[src/rtl/core/ssbd_pkg.sv]
// ============================================================================
// ssbd_pkg
// Widths, phase codes, register indexes and the sine table for the demod.
// ============================================================================
`timescale 1ns / 1ps

package ssbd_pkg;

    localparam int SAMPLE_WIDTH = 16;
    localparam int SINE_WIDTH   = 17;   // holds +/-32768
    localparam int SINE_FRAC    = 15;
    localparam int MIXED_WIDTH  = SAMPLE_WIDTH + 1;
    localparam int PROD_WIDTH   = MIXED_WIDTH + SINE_WIDTH;
    localparam int ROUND_WIDTH  = PROD_WIDTH - SINE_FRAC;
    localparam int ROUND_HALF   = 1 << (SINE_FRAC - 1);

    localparam int CPHASE_WIDTH = 2;
    localparam int DPHASE_WIDTH = 4;

    localparam int CFG_INDEX_WIDTH = 1;
    localparam int CFG_DATA_WIDTH  = 1;

    localparam logic [CFG_INDEX_WIDTH-1:0] CFG_USB_MODE       = 1'd0;
    localparam logic [CFG_INDEX_WIDTH-1:0] CFG_DIVIDER_EIGHTH = 1'd1;

    // quarter-rate carrier selections
    localparam logic [CPHASE_WIDTH-1:0] CP_POS_I = 2'd0;
    localparam logic [CPHASE_WIDTH-1:0] CP_NEG_Q = 2'd1;
    localparam logic [CPHASE_WIDTH-1:0] CP_NEG_I = 2'd2;
    localparam logic [CPHASE_WIDTH-1:0] CP_POS_Q = 2'd3;

    localparam logic [DPHASE_WIDTH-1:0] DSTEP_BASE = 4'd4;  // pi/2
    localparam logic [DPHASE_WIDTH-1:0] DOFF_DIV4  = 4'd2;  // pi/4
    localparam logic [DPHASE_WIDTH-1:0] DOFF_DIV8  = 4'd1;  // pi/8

    typedef struct packed {
        logic [CPHASE_WIDTH-1:0] carrier;
        logic [DPHASE_WIDTH-1:0] demod;
    } phase_t;

    // sin(k*pi/8) scaled by 2^15
    function automatic logic signed [SINE_WIDTH-1:0] sine_q15(
        input logic [DPHASE_WIDTH-1:0] ph
    );
        logic signed [SINE_WIDTH-1:0] s;
        case (ph)
            4'd0:    s = 17'sd0;
            4'd1:    s = 17'sd12540;
            4'd2:    s = 17'sd23170;
            4'd3:    s = 17'sd30274;
            4'd4:    s = 17'sd32768;
            4'd5:    s = 17'sd30274;
            4'd6:    s = 17'sd23170;
            4'd7:    s = 17'sd12540;
            4'd8:    s = 17'sd0;
            4'd9:    s = -17'sd12540;
            4'd10:   s = -17'sd23170;
            4'd11:   s = -17'sd30274;
            4'd12:   s = -17'sd32768;
            4'd13:   s = -17'sd30274;
            4'd14:   s = -17'sd23170;
            default: s = -17'sd12540;
        endcase
        return s;
    endfunction

    function automatic logic [DPHASE_WIDTH-1:0] demod_step(
        input logic usb,
        input logic div8
    );
        logic [DPHASE_WIDTH-1:0] off;
        off = div8 ? DOFF_DIV8 : DOFF_DIV4;
        return usb ? (DSTEP_BASE - off) : (DSTEP_BASE + off);
    endfunction

endpackage

[src/rtl/core/ssbd_mixer.sv]
// ============================================================================
// ssbd_mixer
// Quarter-rate select/negate, sine multiply, Q15 round and saturate.
// ============================================================================
`timescale 1ns / 1ps

module ssbd_mixer import ssbd_pkg::*; (
    input  logic signed [SAMPLE_WIDTH-1:0] i_sample,
    input  logic signed [SAMPLE_WIDTH-1:0] q_sample,
    input  phase_t                         phase,
    output logic signed [SAMPLE_WIDTH-1:0] audio_sample
);

    logic signed [MIXED_WIDTH-1:0] i_ext;
    logic signed [MIXED_WIDTH-1:0] q_ext;
    logic signed [MIXED_WIDTH-1:0] mixed;
    logic signed [SINE_WIDTH-1:0]  sine;
    logic signed [PROD_WIDTH-1:0]  product;
    logic signed [PROD_WIDTH-1:0]  biased;
    logic signed [ROUND_WIDTH-1:0] rounded;
    logic                          in_range;

    assign i_ext = MIXED_WIDTH'(i_sample);
    assign q_ext = MIXED_WIDTH'(q_sample);

    // one extra bit so negating the most negative sample is exact
    always_comb begin
        case (phase.carrier)
            CP_POS_I: mixed = i_ext;
            CP_NEG_Q: mixed = -q_ext;
            CP_NEG_I: mixed = -i_ext;
            default:  mixed = q_ext;
        endcase
    end

    assign sine    = sine_q15(phase.demod);
    assign product = PROD_WIDTH'(mixed) * PROD_WIDTH'(sine);
    assign biased  = product + PROD_WIDTH'(ROUND_HALF);
    assign rounded = biased[PROD_WIDTH-1:SINE_FRAC];

    // fits when all bits above the sample's sign bit match it
    assign in_range = (rounded[ROUND_WIDTH-1:SAMPLE_WIDTH-1] == '0) ||
                      (rounded[ROUND_WIDTH-1:SAMPLE_WIDTH-1] == '1);

    always_comb begin
        if (in_range) begin
            audio_sample = rounded[SAMPLE_WIDTH-1:0];
        end else if (rounded[ROUND_WIDTH-1]) begin
            audio_sample = {1'b1, {(SAMPLE_WIDTH-1){1'b0}}};
        end else begin
            audio_sample = {1'b0, {(SAMPLE_WIDTH-1){1'b1}}};
        end
    end

endmodule

[src/rtl/core/ssb_two_stage_mixer_demod.sv]
// An accepted item reaches m_valid through the input register, then the result register.
// One item per cycle unless m_ready stalls it; the mixer in between is single-pass.
// A held result blocks the input only once the input register is also full, so
// one item can still be taken while the result waits.
// Reset (aresetn low, synchronous): both phases, both config bits and all valids clear.
`timescale 1ns / 1ps

module ssb_two_stage_mixer_demod import ssbd_pkg::*; (
    input  logic                           aclk,
    input  logic                           aresetn,

    input  logic                           cfg_we,
    input  logic [CFG_INDEX_WIDTH-1:0]     cfg_index,
    input  logic [CFG_DATA_WIDTH-1:0]      cfg_data,

    input  logic                           s_valid,
    output logic                           s_ready,
    input  logic signed [SAMPLE_WIDTH-1:0] s_i_sample,
    input  logic signed [SAMPLE_WIDTH-1:0] s_q_sample,

    output logic                           m_valid,
    input  logic                           m_ready,
    output logic signed [SAMPLE_WIDTH-1:0] m_audio_sample
);

    logic                           usb_mode_reg;
    logic                           divider_eighth_reg;
    phase_t                         phase_reg;
    phase_t                         phase_next;

    logic                           in_valid_reg;
    logic signed [SAMPLE_WIDTH-1:0] i_reg;
    logic signed [SAMPLE_WIDTH-1:0] q_reg;
    phase_t                         in_phase_reg;

    logic                           out_valid_reg;
    logic signed [SAMPLE_WIDTH-1:0] audio_reg;
    logic signed [SAMPLE_WIDTH-1:0] audio_next;

    logic                           s_accept;
    logic                           out_load;

    assign out_load = !out_valid_reg || m_ready;
    assign s_ready  = !in_valid_reg || out_load;
    assign s_accept = s_valid && s_ready;

    // each item uses the phases held before it, then both advance
    assign phase_next.carrier = phase_reg.carrier + 1'b1;
    assign phase_next.demod   = phase_reg.demod +
                                demod_step(usb_mode_reg, divider_eighth_reg);

    ssbd_mixer u_mixer (
        .i_sample     (i_reg),
        .q_sample     (q_reg),
        .phase        (in_phase_reg),
        .audio_sample (audio_next)
    );

    always_ff @(posedge aclk) begin
        if (!aresetn) begin
            usb_mode_reg       <= 1'b0;
            divider_eighth_reg <= 1'b0;
            phase_reg          <= '0;
            in_valid_reg       <= 1'b0;
            out_valid_reg      <= 1'b0;
        end else begin
            if (cfg_we) begin
                unique case (cfg_index)
                    CFG_USB_MODE:       usb_mode_reg       <= cfg_data[0];
                    CFG_DIVIDER_EIGHTH: divider_eighth_reg <= cfg_data[0];
                    default: ;
                endcase
            end
            if (s_accept) begin
                phase_reg    <= phase_next;
                in_valid_reg <= 1'b1;
            end else if (out_load) begin
                in_valid_reg <= 1'b0;
            end
            if (out_load) begin
                out_valid_reg <= in_valid_reg;
            end
        end
    end

    always_ff @(posedge aclk) begin
        if (s_accept) begin
            i_reg        <= s_i_sample;
            q_reg        <= s_q_sample;
            in_phase_reg <= phase_reg;
        end
        if (out_load && in_valid_reg) begin
            audio_reg <= audio_next;
        end
    end

    assign m_valid        = out_valid_reg;
    assign m_audio_sample = audio_reg;

endmodule

[config.mk]
export PLATFORM = sky130hd
export DESIGN_NAME = ssb_two_stage_mixer_demod
export DESIGN_NICKNAME = d
export VERILOG_FILES = /design/src/rtl/core/ssbd_pkg.sv /design/src/rtl/core/ssbd_mixer.sv /design/src/rtl/core/ssb_two_stage_mixer_demod.sv
export SDC_FILE = /design/constraint.sdc
export NUM_CORES = 1
export LEC_CHECK = 0
export BUFFER_PORTS_ARGS = -buffer_cell sky130_fd_sc_hd__buf_2
export CAP_MARGIN = 20
export CORE_ASPECT_RATIO = 1.4
export CORE_MARGIN = 4
export CORE_UTILIZATION = 54
export DETAILED_ROUTE_END_ITERATION = 7
export PLACE_DENSITY = 0.68
export SYNTH_ARGS = -nofsm -noshare
export SYNTH_HDL_FRONTEND = slang
export SYNTH_HIERARCHICAL = 1
export SYNTH_SLANG_ARGS = --single-unit
[constraint.sdc]
create_clock -name aclk -period 9.9 [get_ports aclk]
set_input_delay 1.98 -clock aclk [delete_from_list [all_inputs] [get_ports aclk]]
set_output_delay 1.98 -clock aclk [all_outputs]
set_load 0.1 [all_outputs]
==> impl_metrics.toml <==
[critical_path]
rr_endpoint = "m_audio_sample[13]"
critPathMaxFanout = 15
crit_top_cell = "fa_1"
cpLargestDelayFamily = "adder cells"
r2r-start = "i_reg[2]"
crit_type = "reg2reg"
reg2reg_depth = 26
required_ns = 9.99
startpoint_type = "flip-flop"
cp_slowest_cell = "o21ai_0"
crit_arrival_ns = 9.16
slowest_delay_ns = 0.82
crit_buf_inv = 3
r2r_slack_ns = 0.84
end_kind = "flip-flop"

[global_routing]
grt_busiest_layer = "met2"
grtUsageMet2_pct = 46.4
grt_use_met1_pct = 30.4
antenna_found_initial = 0
grt_pass1_wl_um = 55900
grt_usage_pct = 26.1
met3_usage_pct = 3.16
grt_overflow_total = 0
grt_max_degree = 40
grt_pass1_vias = 10900

[drt]
ant_nets = 0
wl_per_cell_um = 18.5
wl_um = 33000
drt_iter0_drc = 544
num_vias = 9736
via_per_inst = 5.47
route.detailed.drc = 0
first_pass_iters = 5

[sta]
maxSlewHeadroom_pct = 27.2
skew_ns = 0.0153
final_max_slew_viol_count = 0
post-route-period-util_pct = 91.5
hold_violations = 0
rsz0062_at_grt = "no"
fmax_mhz = 110
period_needed_ns = 9.06
setup_viol = 0
setup_tns_ns = 0
worst_pin_slew_ns = 1.06

[placement]
dp_hpwl_um = 27900
gp_congestion = 0.974
portBuffers = 56
placed_cells = 1762

[logic_synthesis]
synth_area_leaders = "fa_1 (42%), edfxtp_1 (12%), inv_1 (10%)"
yosysTopAreaCellShare_pct = 41.6
seq_area_frac_synth_pct = 13.7
synth_xor_area_share_pct = 3.82
yosysWarnings = 6
syn-num-nets = 1827
ys.flop_type = "edfxtp_1"
avgSynthCellArea_um2 = 9.35
syn_inst = 1421
synth_area_leader_cell = "fa_1"
synthSimpleGateAreaFrac_pct = 10.8
synth_top_family_by_area = "adder cells"
synth_edf_count = 54
syn_area_mm2 = 0.0133
yosys-top-cells-count = "inv_1 (368), fa_1 (276), nor2_1 (146)"
synth.most_common_cell = "inv_1"
synth-seq-cells = 64
synth.distinct_cells = 63
synth_fa_ha_area_share_pct = 50.1
muxShareOfSynthArea_pct = 1.85
async_flop_share_pct = 0
synth_compound_area_share_pct = 8.06

[floorplan]
dieArea_mm2 = 0.0272
core_area_mm2 = 0.0241
io_pins = 57
rows = 67
start_util_pct = 55.2
die_h_um = 194
die-width_um = 141

[final_layout]
n_fill_cell = 2162
final_cells = 1781
fin_nets = 1872
syn2layout_area_growth_pct = 7.36
drive_above_1_share_pct = 7.61
antenna_cells = 0

[clocking]
hold_buffers = 0
cts_resized = 0
clockBufferDepth = 2
ctsHtreeMaxLevel = 3
insertion_delay_ns = 0.35
cts.sinks = 64
root_buffer = "clkbuf_16"
cts_buffers = 9
post_cts_buffers = 0
clk_pin_slew_worst_paths_ns = 0.06
tritoncts = "built"

[outcome]
status = "completed"

[hold_path]
worstHoldStart = "phase_reg[5]"
hold_depth = 0
holdPathEnd = "in_phase_reg[5]"
hold_class = "reg2reg"

[run]
max_cap_violations = 0
layer usage:
| layer | up-vias | share of wire, % |
|---|---|---|
| met5 | - | 0 |
| met4 | 0 | 6.5 |
| met3 | 109 | 4.9 |
| met2 | 322 | 53 |
| met1 | 4895 | 36 |
| li1 | 4410 | - |
placed cells by master, fill, tap and decap left out, types with 19 or more instances in the layout:
master	synthesis	layout
o21ai_0	29	29
buf_2	1	56
o21a_1	19	19
nand2_1	121	121
inv_1	368	368
xnor2_1	43	43
edfxtp_1	54	54
ha_1	91	91
nor2_1	146	145
fa_1	276	276
a21oi_1	60	60
final cells by class:
class	instances	area (µm²)	area share [%]
clock inverter	4	31.3	0.219
sequential	64	1820	12.8
inverter	370	1390	9.73
timing repair buffer	69	418	2.93
clock buffer	12	289	2.03
tap	310	388	2.72
multi-input combinational	952	9930	69.6
worst max path at each step:
stage | start | endpoint | slack, ns | cells past startpoint
CTS | i_reg[2] | m_audio_sample[9] | 0.93 | 26
detailed placement | i_reg[2] | m_audio_sample[2] | 1.00 | 26
floorplan | i_reg[2] | m_audio_sample[11] | 2.04 | 28
global route | i_reg[2] | m_audio_sample[7] | 0.37 | 26
global placement | i_reg[2] | m_audio_sample[0] | 1.20 | 26
finish | i_reg[2] | m_audio_sample[13] | 0.84 | 26
through the flow:
step	utilization, %	worst slack (ns)	cell area, µm²	hold slack [ns]
2_1_floorplan	-	2.04	13300	0.421
3_3_place_gp	57.7	1.20	13900	0.433
3_5_place_dp	57.7	1.00	13900	0.432
4_1_cts	59.1	0.931	14200	0.446
5_1_grt	59.3	0.370	14300	0.470
6_report	59.3	0.839	14300	0.443
worst reg2reg max path: cells and delay by family (launching register included):
family / cells / cell delay, ns
fa+ha+maj: 7 / 3.38
compound gates: 9 / 3.15
simple gates: 5 / 1.45
flops: 1 / 0.42
xor+xnor: 2 / 0.24
buf+inv: 3 / 0.14
cells by family after synthesis:
family / count (synthesis)
buffers and inverters: 405
adder cells (fa/ha/maj): 367
AND/OR/NAND/NOR: 338
AO/OA/AOI/OAI: 168
flip-flops: 64
XOR/XNOR: 58
multiplexers: 21
Power is not shown: default switching activity piles up to over one toggle a cycle in this logic, so the estimate is an artifact.
